**src/design/acss_pkg.sv**
```systemverilog
`timescale 1ns / 1ps
`default_nettype none
// ----------------------------------------------------------------------------
// acss_pkg
// Shared widths, codes and types for the adc channel scan sequencer.
// ----------------------------------------------------------------------------
package acss_pkg;

  localparam int unsigned ChanW   = 5;
  localparam int unsigned FromW   = ChanW + 1;
  localparam int unsigned SampleW = 12;
  localparam int unsigned SlipW   = 16;
  localparam int unsigned StatusW = 3;
  localparam int unsigned MaskW   = 31;

  typedef enum logic [StatusW-1:0] {
    ST_STARTED    = 3'd0,
    ST_SLIP       = 3'd1,
    ST_NO_CHAN    = 3'd2,
    ST_SAMPLE     = 3'd3,
    ST_UNEXPECTED = 3'd4
  } status_e;

  typedef enum logic {
    MODE_TICK = 1'b0,
    MODE_DONE = 1'b1
  } mode_e;

  // result of the next-channel search
  typedef struct packed {
    logic             found;
    logic [ChanW-1:0] chan;
  } chan_hit_t;

endpackage
`default_nettype wire

```
**src/design/acss_if.sv**
```systemverilog
`timescale 1ns / 1ps
`default_nettype none
// ----------------------------------------------------------------------------
// acss_if
// Valid/ready channels for event words in and result words out.
// ----------------------------------------------------------------------------
interface acss_in_if;
  logic                          valid;
  logic                          ready;
  logic                          mode;
  logic [acss_pkg::SampleW-1:0]  sample_in;

  modport source (output valid, output mode, output sample_in, input ready);
  modport sink   (input valid, input mode, input sample_in, output ready);
endinterface

interface acss_out_if;
  logic                          valid;
  logic                          ready;
  logic [acss_pkg::StatusW-1:0]  status;
  logic                          start_valid;
  logic [acss_pkg::ChanW-1:0]    start_chan;
  logic                          sample_valid;
  logic [acss_pkg::ChanW-1:0]    sample_chan;
  logic [acss_pkg::SampleW-1:0]  sample_out;
  logic [acss_pkg::SlipW-1:0]    slip_total;

  modport source (output valid, output status, output start_valid, output start_chan,
                  output sample_valid, output sample_chan, output sample_out,
                  output slip_total, input ready);
  modport sink   (input valid, input status, input start_valid, input start_chan,
                  input sample_valid, input sample_chan, input sample_out,
                  input slip_total, output ready);
endinterface
`default_nettype wire

```
**src/design/adc_channel_scan_sequencer.sv**
```systemverilog
`timescale 1ns / 1ps
`default_nettype none
// ----------------------------------------------------------------------------
// adc_channel_scan_sequencer
// Walks the enabled adc channels in ascending order on scan ticks and
// conversion completions, tags samples and counts scan slips.
// ----------------------------------------------------------------------------
//   port      dir  handshake    word
//   in_i      in   valid/ready  mode, sample_in
//   out_o     out  valid/ready  status, start/sample fields, slip_total
//   cfg_*     in   write enable channel_enable_mask
//
// one word per cycle sustained while out_o is ready; an accepted word passes
// the input register, then the result register, on its way to out_o
// the next-channel search is a single priority encoder over the mask
// reset clears scan state, slip counter and mask; no clearing pass
// a stalled out_o keeps its word and in_i still takes one more word
// ----------------------------------------------------------------------------
module adc_channel_scan_sequencer #(
  parameter int unsigned NUM_CHANNELS = 31,
  parameter int unsigned SAMPLE_BITS  = 12
) (
  input  wire logic                        clk_i,
  input  wire logic                        rst_ni,
  acss_in_if.sink                          in_i,
  acss_out_if.source                       out_o,
  input  wire logic                        cfg_we_i,
  input  wire logic [acss_pkg::MaskW-1:0]  cfg_wdata_i
);

  localparam int unsigned LiveW =
    (NUM_CHANNELS > acss_pkg::MaskW) ? acss_pkg::MaskW : NUM_CHANNELS;
  localparam logic [acss_pkg::MaskW-1:0] LiveMask =
    acss_pkg::MaskW'((64'd1 << LiveW) - 64'd1);

  logic [acss_pkg::MaskW-1:0]    mask_q;
  logic [acss_pkg::MaskW-1:0]    live_mask;
  logic                          take;
  logic                          item_vld;
  logic                          item_mode;
  logic [acss_pkg::SampleW-1:0]  item_sample;

  always_ff @(posedge clk_i or negedge rst_ni) begin
    if (!rst_ni) begin
      mask_q <= '0;
    end else if (cfg_we_i) begin
      mask_q <= cfg_wdata_i;
    end
  end

  assign live_mask = mask_q & LiveMask;

  acss_in_stage #(
    .SAMPLE_BITS (SAMPLE_BITS)
  ) u_in_stage (
    .clk_i    (clk_i),
    .rst_ni   (rst_ni),
    .in_i     (in_i),
    .take_i   (take),
    .vld_o    (item_vld),
    .mode_o   (item_mode),
    .sample_o (item_sample)
  );

  acss_core u_core (
    .clk_i         (clk_i),
    .rst_ni        (rst_ni),
    .item_vld_i    (item_vld),
    .item_mode_i   (item_mode),
    .item_sample_i (item_sample),
    .live_mask_i   (live_mask),
    .take_o        (take),
    .out_o         (out_o)
  );

endmodule
`default_nettype wire

```
**src/design/acss_in_stage.sv**
```systemverilog
`timescale 1ns / 1ps
`default_nettype none
// ----------------------------------------------------------------------------
// acss_in_stage
// Input register: holds one event word until the core takes it.
// ----------------------------------------------------------------------------
module acss_in_stage #(
  parameter int unsigned SAMPLE_BITS = 12
) (
  input  wire logic                         clk_i,
  input  wire logic                         rst_ni,
  acss_in_if.sink                           in_i,
  input  wire logic                         take_i,
  output logic                              vld_o,
  output logic                              mode_o,
  output logic [acss_pkg::SampleW-1:0]      sample_o
);

  localparam int unsigned SmpW =
    (SAMPLE_BITS > acss_pkg::SampleW) ? acss_pkg::SampleW : SAMPLE_BITS;
  localparam logic [acss_pkg::SampleW-1:0] SmpMask =
    acss_pkg::SampleW'((32'd1 << SmpW) - 32'd1);

  logic                          vld_q, vld_d;
  logic                          mode_q;
  logic [acss_pkg::SampleW-1:0]  sample_q;
  logic                          load;

  assign in_i.ready = !vld_q || take_i;
  assign load       = in_i.valid && in_i.ready;

  always_comb begin
    vld_d = vld_q;
    if (load) begin
      vld_d = 1'b1;
    end else if (take_i) begin
      vld_d = 1'b0;
    end
  end

  always_ff @(posedge clk_i or negedge rst_ni) begin
    if (!rst_ni) begin
      vld_q <= 1'b0;
    end else begin
      vld_q <= vld_d;
    end
  end

  always_ff @(posedge clk_i) begin
    if (load) begin
      mode_q   <= in_i.mode;
      sample_q <= in_i.sample_in & SmpMask;
    end
  end

  assign vld_o    = vld_q;
  assign mode_o   = mode_q;
  assign sample_o = sample_q;

endmodule
`default_nettype wire

```
**src/design/acss_chan_find.sv**
```systemverilog
`timescale 1ns / 1ps
`default_nettype none
// ----------------------------------------------------------------------------
// acss_chan_find
// Priority encoder: lowest enabled channel at or above a start channel.
// ----------------------------------------------------------------------------
module acss_chan_find (
  input  wire logic [acss_pkg::MaskW-1:0]  mask_i,
  input  wire logic [acss_pkg::FromW-1:0]  from_i,
  output acss_pkg::chan_hit_t              hit_o
);

  always_comb begin
    hit_o = '0;
    // scan downward so the lowest qualifying bit wins
    for (int i = acss_pkg::MaskW - 1; i >= 0; i--) begin
      if (mask_i[i] && (acss_pkg::FromW'(i) >= from_i)) begin
        hit_o.found = 1'b1;
        hit_o.chan  = acss_pkg::ChanW'(i);
      end
    end
  end

endmodule
`default_nettype wire

```
**src/design/acss_core.sv**
```systemverilog
`timescale 1ns / 1ps
`default_nettype none
// ----------------------------------------------------------------------------
// acss_core
// Scan state, per-event decision and the result register.
// ----------------------------------------------------------------------------
module acss_core (
  input  wire logic                         clk_i,
  input  wire logic                         rst_ni,
  input  wire logic                         item_vld_i,
  input  wire logic                         item_mode_i,
  input  wire logic [acss_pkg::SampleW-1:0] item_sample_i,
  input  wire logic [acss_pkg::MaskW-1:0]   live_mask_i,
  output logic                              take_o,
  acss_out_if.source                        out_o
);

  logic                          busy_q, busy_d;
  logic [acss_pkg::ChanW-1:0]    cur_q, cur_d;
  logic [acss_pkg::SlipW-1:0]    slip_q, slip_d;
  logic                          ovld_q, ovld_d;

  acss_pkg::status_e             status_d;
  logic                          start_vld_d;
  logic [acss_pkg::ChanW-1:0]    start_chan_d;
  logic                          smp_vld_d;
  logic [acss_pkg::ChanW-1:0]    smp_chan_d;
  logic [acss_pkg::SampleW-1:0]  smp_d;

  logic [acss_pkg::StatusW-1:0]  status_q;
  logic                          start_vld_q;
  logic [acss_pkg::ChanW-1:0]    start_chan_q;
  logic                          smp_vld_q;
  logic [acss_pkg::ChanW-1:0]    smp_chan_q;
  logic [acss_pkg::SampleW-1:0]  smp_q;
  logic [acss_pkg::SlipW-1:0]    slip_out_q;

  logic [acss_pkg::FromW-1:0]    from;
  acss_pkg::chan_hit_t           hit;

  assign take_o = item_vld_i && (!ovld_q || out_o.ready);

  // a tick searches from channel 0, a completion from the channel above
  assign from = (item_mode_i == acss_pkg::MODE_DONE) ?
                ({1'b0, cur_q} + acss_pkg::FromW'(1)) : '0;

  acss_chan_find u_find (
    .mask_i (live_mask_i),
    .from_i (from),
    .hit_o  (hit)
  );

  always_comb begin
    busy_d       = busy_q;
    cur_d        = cur_q;
    slip_d       = slip_q;
    status_d     = acss_pkg::ST_UNEXPECTED;
    start_vld_d  = 1'b0;
    start_chan_d = '0;
    smp_vld_d    = 1'b0;
    smp_chan_d   = '0;
    smp_d        = '0;
    if (item_mode_i == acss_pkg::MODE_TICK) begin
      if (live_mask_i == '0) begin
        status_d = acss_pkg::ST_NO_CHAN;
      end else if (busy_q) begin
        slip_d   = slip_q + acss_pkg::SlipW'(1);
        status_d = acss_pkg::ST_SLIP;
      end else begin
        cur_d        = hit.chan;
        busy_d       = 1'b1;
        start_vld_d  = 1'b1;
        start_chan_d = hit.chan;
        status_d     = acss_pkg::ST_STARTED;
      end
    end else if (busy_q) begin
      smp_vld_d  = 1'b1;
      smp_chan_d = cur_q;
      smp_d      = item_sample_i;
      status_d   = acss_pkg::ST_SAMPLE;
      if (hit.found) begin
        cur_d        = hit.chan;
        start_vld_d  = 1'b1;
        start_chan_d = hit.chan;
      end else begin
        busy_d = 1'b0;
      end
    end
  end

  always_comb begin
    ovld_d = ovld_q;
    if (take_o) begin
      ovld_d = 1'b1;
    end else if (out_o.ready) begin
      ovld_d = 1'b0;
    end
  end

  always_ff @(posedge clk_i or negedge rst_ni) begin
    if (!rst_ni) begin
      busy_q <= 1'b0;
      cur_q  <= '0;
      slip_q <= '0;
      ovld_q <= 1'b0;
    end else begin
      ovld_q <= ovld_d;
      if (take_o) begin
        busy_q <= busy_d;
        cur_q  <= cur_d;
        slip_q <= slip_d;
      end
    end
  end

  always_ff @(posedge clk_i) begin
    if (take_o) begin
      status_q     <= status_d;
      start_vld_q  <= start_vld_d;
      start_chan_q <= start_chan_d;
      smp_vld_q    <= smp_vld_d;
      smp_chan_q   <= smp_chan_d;
      smp_q        <= smp_d;
      slip_out_q   <= slip_d;
    end
  end

  assign out_o.valid        = ovld_q;
  assign out_o.status       = status_q;
  assign out_o.start_valid  = start_vld_q;
  assign out_o.start_chan   = start_chan_q;
  assign out_o.sample_valid = smp_vld_q;
  assign out_o.sample_chan  = smp_chan_q;
  assign out_o.sample_out   = smp_q;
  assign out_o.slip_total   = slip_out_q;

endmodule
`default_nettype wire

```
**src/flat_wrapper.sv**
```systemverilog
// flat-port wrapper written by rule: the top's interface ports become plain ports
module adc_channel_scan_sequencer_flat 
#(
  parameter int unsigned NUM_CHANNELS = 31,
  parameter int unsigned SAMPLE_BITS  = 12
)
  (clk_i, rst_ni, cfg_we_i, cfg_wdata_i, in_i_valid, in_i_mode, in_i_sample_in, in_i_ready, out_o_valid, out_o_status, out_o_start_valid, out_o_start_chan, out_o_sample_valid, out_o_sample_chan, out_o_sample_out, out_o_slip_total, out_o_ready);
  acss_in_if in_i_i ();
  acss_out_if out_o_i ();
  input  wire logic clk_i;
  input  wire logic rst_ni;
  input  wire logic cfg_we_i;
  input  wire logic [acss_pkg::MaskW-1:0] cfg_wdata_i;
  input wire logic [$bits(in_i_i.valid)-1:0] in_i_valid;
  input wire logic [$bits(in_i_i.mode)-1:0] in_i_mode;
  input wire logic [$bits(in_i_i.sample_in)-1:0] in_i_sample_in;
  output wire logic [$bits(in_i_i.ready)-1:0] in_i_ready;
  output wire logic [$bits(out_o_i.valid)-1:0] out_o_valid;
  output wire logic [$bits(out_o_i.status)-1:0] out_o_status;
  output wire logic [$bits(out_o_i.start_valid)-1:0] out_o_start_valid;
  output wire logic [$bits(out_o_i.start_chan)-1:0] out_o_start_chan;
  output wire logic [$bits(out_o_i.sample_valid)-1:0] out_o_sample_valid;
  output wire logic [$bits(out_o_i.sample_chan)-1:0] out_o_sample_chan;
  output wire logic [$bits(out_o_i.sample_out)-1:0] out_o_sample_out;
  output wire logic [$bits(out_o_i.slip_total)-1:0] out_o_slip_total;
  input wire logic [$bits(out_o_i.ready)-1:0] out_o_ready;
  assign in_i_i.valid = in_i_valid;
  assign in_i_i.mode = in_i_mode;
  assign in_i_i.sample_in = in_i_sample_in;
  assign in_i_ready = in_i_i.ready;
  assign out_o_valid = out_o_i.valid;
  assign out_o_status = out_o_i.status;
  assign out_o_start_valid = out_o_i.start_valid;
  assign out_o_start_chan = out_o_i.start_chan;
  assign out_o_sample_valid = out_o_i.sample_valid;
  assign out_o_sample_chan = out_o_i.sample_chan;
  assign out_o_sample_out = out_o_i.sample_out;
  assign out_o_slip_total = out_o_i.slip_total;
  assign out_o_i.ready = out_o_ready;
  adc_channel_scan_sequencer #(.NUM_CHANNELS(NUM_CHANNELS), .SAMPLE_BITS(SAMPLE_BITS)) u_core (.clk_i(clk_i), .rst_ni(rst_ni), .in_i(in_i_i), .out_o(out_o_i), .cfg_we_i(cfg_we_i), .cfg_wdata_i(cfg_wdata_i));
endmodule
```
**config.mk**
```make
export PLATFORM = sky130hd
export DESIGN_NAME = adc_channel_scan_sequencer_flat
export DESIGN_NICKNAME = d
export VERILOG_FILES = /design/src/design/acss_pkg.sv /design/src/design/acss_if.sv /design/src/design/adc_channel_scan_sequencer.sv /design/src/design/acss_in_stage.sv /design/src/design/acss_chan_find.sv /design/src/design/acss_core.sv /design/src/flat_wrapper.sv
export SDC_FILE = /design/constraint.sdc
export NUM_CORES = 1
export LEC_CHECK = 0
export BUFFER_PORTS_ARGS = -buffer_cell sky130_fd_sc_hd__buf_2
export CORE_UTILIZATION = 45
export CTS_BUF_LIST = sky130_fd_sc_hd__clkbuf_8
export CTS_CLUSTER_DIAMETER = 40
export DETAILED_ROUTE_END_ITERATION = 16
export PLACE_DENSITY = 0.66
export RECOVER_POWER = 50
export SLEW_MARGIN = 5
export SYNTH_ARGS = -nofsm -noshare
export SYNTH_HDL_FRONTEND = slang
export SYNTH_HIERARCHICAL = 1
export SYNTH_SLANG_ARGS = --single-unit
```
**constraint.sdc**
```tcl
create_clock -name clk_i -period 4.8 [get_ports clk_i]
set_input_delay 0.24 -clock clk_i [delete_from_list [all_inputs] [get_ports clk_i]]
set_output_delay 0.24 -clock clk_i [all_outputs]
set_load 0.005 [all_outputs]
```
==> parameters.txt <==
Parameter                              Value

Setup path
  Buf/Inv on CP ... 1
  Sort of element at the end of the critical path ... register
  Kind of start point of the critical path ... register
  Critical Path Most Common Cell ... nand2_1
  Max stage delay cell, worst path ... nor2_1
  Cell chain of the critical path ... ha_1 -> xnor2_1 -> nor2_1 -> buf_4 -> nand2_1 -> o21ai_0 -> o21ai_1 -> o21ai_0 -> nand3_1 -> nand2_1 -> nand2_1 -> and2_1
  Worst-path fanout max ... 17
  Required time of the worst setup path ... 4.94 ns
  Crit path kind ... register to register
  Crit path DAT ... 3.45 ns
  Slowest Stage Delay on Critical Path ... 0.55 ns
  Crit-path leading delay family ... simple AND/OR/NAND/NOR gates

Global route
  Maximum number of pins on one net before global-route repair ... 56
  Global-route wire length before repair ... 20300 um
  Met1 Usage GRT ... 26.8%
  Peak-usage layer in the global routing report ... met2
  Overflow left after global routing ... 0
  Number of antenna violations at the first check in global routing ... 0
  Fraction of met3 tracks used by global routing ... 3.65%
  Met2 routing resource usage after global routing ... 32.5%
  Total GRT Usage ... 20.0%
  Vias in the first global route ... 4031

Cells and area
  Commonest cells after routing, fill and taps aside ... buf_2, edfxtp_1, dfrtp_1
  Multi-input combinational cell area ... 2380 um^2
  Number of non-filler instances in the completed layout ... 756
  Signed area change from the synthesized netlist to the final layout ... 11.6%
  Antenna diode instance count ... 0
  Post-layout util ... 52.4%
  Area occupied by registers ... 3060 um^2
  Fill cell count ... 1097
  Net count of the finished layout ... 634
  Most common library cell in the layout ignoring fill and taps ... buf_2
  Final cell area excluding filler cells ... 6370 um^2
  Share of layout cells above drive strength 1 ... 25.5%

CTS
  Cell chosen for the clock root ... clkbuf_8
  Number of H-tree levels ... 3
  Maximum clock insertion buffer count ... 2
  Cts-stage hold buffer count ... 0
  Cts bufs inserted ... 9
  Worst-skew pair later-pin latency ... 0.38 ns
  Buffers inserted during post-CTS setup optimization ... 0
  Clock sink count ... 111
  Resized Gates After CTS ... 0
  Worst-path clk slew ... 0.11 ns
  Clock tree from TritonCTS ... yes

Timing
  Number of pins with negative max-slew slack in the final report ... 88
  Largest clock skew in the final design ... 0.0130 ns
  Max_slew headroom ... -103%
  Unrepaired setup endpoints after global routing ... no
  Final TNS setup ... 0 ns
  Worst Setup Slack, final ... 1.49 ns
  Highest clock rate ... 303 MHz
  Final critical-path share of the clock period ... 68.9%
  Actual transition at the worst max-transition pin ... 3.04 ns
  Final number of setup-violating endpoints ... 0
  Final hold slack ... 0.0232 ns
  Final min period ... 3.31 ns
  Final Hold Viols ... 0

Pwr
  Static Leak ... 2.56 nW
  Worst vdd rail ir drop ... 0.000183 V
  Seq pwr share ... 51.1%
  Power density normalized to cell area ... 387 nW/um^2
  Logic pwr share ... 27.6%
  Relative contribution of the clock network to total power ... 21.3%
  Switching power ... 0.829 mW
  Overall power ... 2.46 mW
  Switching power as a share of total power ... 33.6%
  Pint ... 1.64 mW

Floorplan
  Top-Level Pins ... 94
  Total die area ... 13100 um^2
  Cell row count ... 40
  Horizontal die dimension ... 115 um
  Die span in y ... 115 um
  Core Region ... 12200 um^2
  Effective utilization at floorplan ... 46.9%

Yosys
  Xor/xnor share of the synthesized area ... 5.06%
  Register bit total from synthesis ... 111
  Synth area leaders ... edfxtp_1, dfrtp_1, mux2_2
  Synthesis Warnings ... 6
  Simple-gate area share of the yosys netlist ... 17.3%
  Most used flip-flop cell after synthesis ... edfxtp_1
  Area share of fa/ha/maj cells after synthesis ... 0.439%
  Dominant cell type by area after synthesis ... edfxtp_1
  Gate Count Post-Synth ... 503
  Synthesized net count ... 554
  Number of enable-type register cells in the synthesized netlist ... 56
  Mux contribution to synthesized area ... 7.50%
  Count of cell types in the netlist ... 71
  Async S/R FF share, synth ... 49.5%
  Syn_area_per_cell ... 11.3 um^2
  Main combinational cell family by area after synthesis ... simple AND/OR/NAND/NOR gates
  Sequential cell area fraction in the yosys report ... 53.6%
  Proportion of netlist area held by the largest area contributor ... 29.5%
  Compound-gate portion of the synthesized area ... 11.4%
  Cell area after technology mapping ... 5710 um^2

Place
  Half-perimeter wire length after detailed placement ... 8600 um
  Buffers added on ports ... 93
  Placer congestion estimate ... 0.882
  Post-placement cell area ... 6220 um^2
  Number of instances in the placed design ... 740
  Worst slack after detailed placement ... 1.56 ns

Detailed routing
  First-pass iteration count of the detailed router ... 5
  Post-DR wirelength/cell ... 16.3 um
  Total via count in the routed design ... 4212
  Final WL ... 12300 um
  Number of violations reported at the end of detailed-routing iteration 0 ... 320
  Remaining antenna violation count ... 0
  Detail-routed via count per cell ... 5.57
  Drt drc ... 0

Status
  Failing checks ... capacitance limit, slew limit
  Result of the run ... finished, violations left

Min path
  Type of the tightest min-delay check ... input pin to register

Job
  Reported max-cap violation count ... 2
## path summary, 6_finish.rpt
path                       cells past startpoint                      from  slack [ns]                           endpoint
min                                            1        in_i_sample_in[11]        0.02     u_core/u_in_stage/sample_o[11]
max in group asynchronous                      2                    rst_ni        2.14             u_core/u_core/cur_q[2]
max reg2reg                                   12    u_core/u_core/cur_q[0]        1.49  u_core/u_core/out_o.start_chan[0]
max                                           12    u_core/u_core/cur_q[0]        1.49  u_core/u_core/out_o.start_chan[0]
min in group asynchronous                      2                    rst_ni        0.95               u_core/live_mask[25]
min reg2reg                                    1  u_core/u_core/slip_q[15]        0.49           u_core/u_core/slip_q[15]
## area by class of cell
class / instances / share of cell area, %
multi-input combinational: 348 / 37.4
clock buffer: 10 / 2.16
timing repair buffer: 100 / 7.64
sequential: 111 / 48.0
clock inverter: 6 / 0.746
tap: 168 / 3.30
inverter: 13 / 0.766
## per-layer routing
metal / wire length, um / share of wire, %
met1: 5500 / 45
met2: 6000 / 49
met3: 661 / 5.4
met4: 186 / 1.5
met5: 0 / 0
## sequential cells by signal, summed over array words and instances (netlist names), 3 cells and up
signal	count
u_core/u_core/cur_q	5
u_core/u_core/out_o.sample_out	12
u_core/u_core/out_o.status	3
u_core/live_mask	31
u_core/u_core/out_o.sample_chan	5
u_core/u_core/slip_q	16
u_core/u_in_stage/sample_o	12
u_core/u_core/out_o.slip_total	16
u_core/u_core/out_o.start_chan	5
## cells in the mapped netlist (all sizes together) (6+ instances only)
cell type   n
and2       11
nor4        8
o22ai       6
nand2      31
nor2       28
nand4      12
and3       25
nor3        7
xnor2      31
clkbuf      6
buf        25
edfxtp     56
a21oi      22
dfrtp      55
o21ai      22
nand3      32
mux2       38
a31oi       8
inv        13
nand2b     10
## power groups by stage
stage | logic [mW] | registers, mW | clock network [mW]
2_1_floorplan | 0.520 | 1.24 | 0
3_3_place_gp | 0.666 | 1.27 | 0
3_5_place_dp | 0.676 | 1.28 | 0
4_1_cts | 0.680 | 1.26 | 0.545
5_1_grt | 0.752 | 1.28 | 0.583
6_report | 0.681 | 1.26 | 0.525
## kinds of logic (layout without fill, tap and decap cells)
logic type	Yosys count	in the layout
simple gates	180	180
flops	111	111
compound gates	95	95
buf+inv	44	129
mux	38	38
xor+xnor	33	33
fa+ha+maj	2	2
No activity file was read; power rests on OpenSTA's default activity.
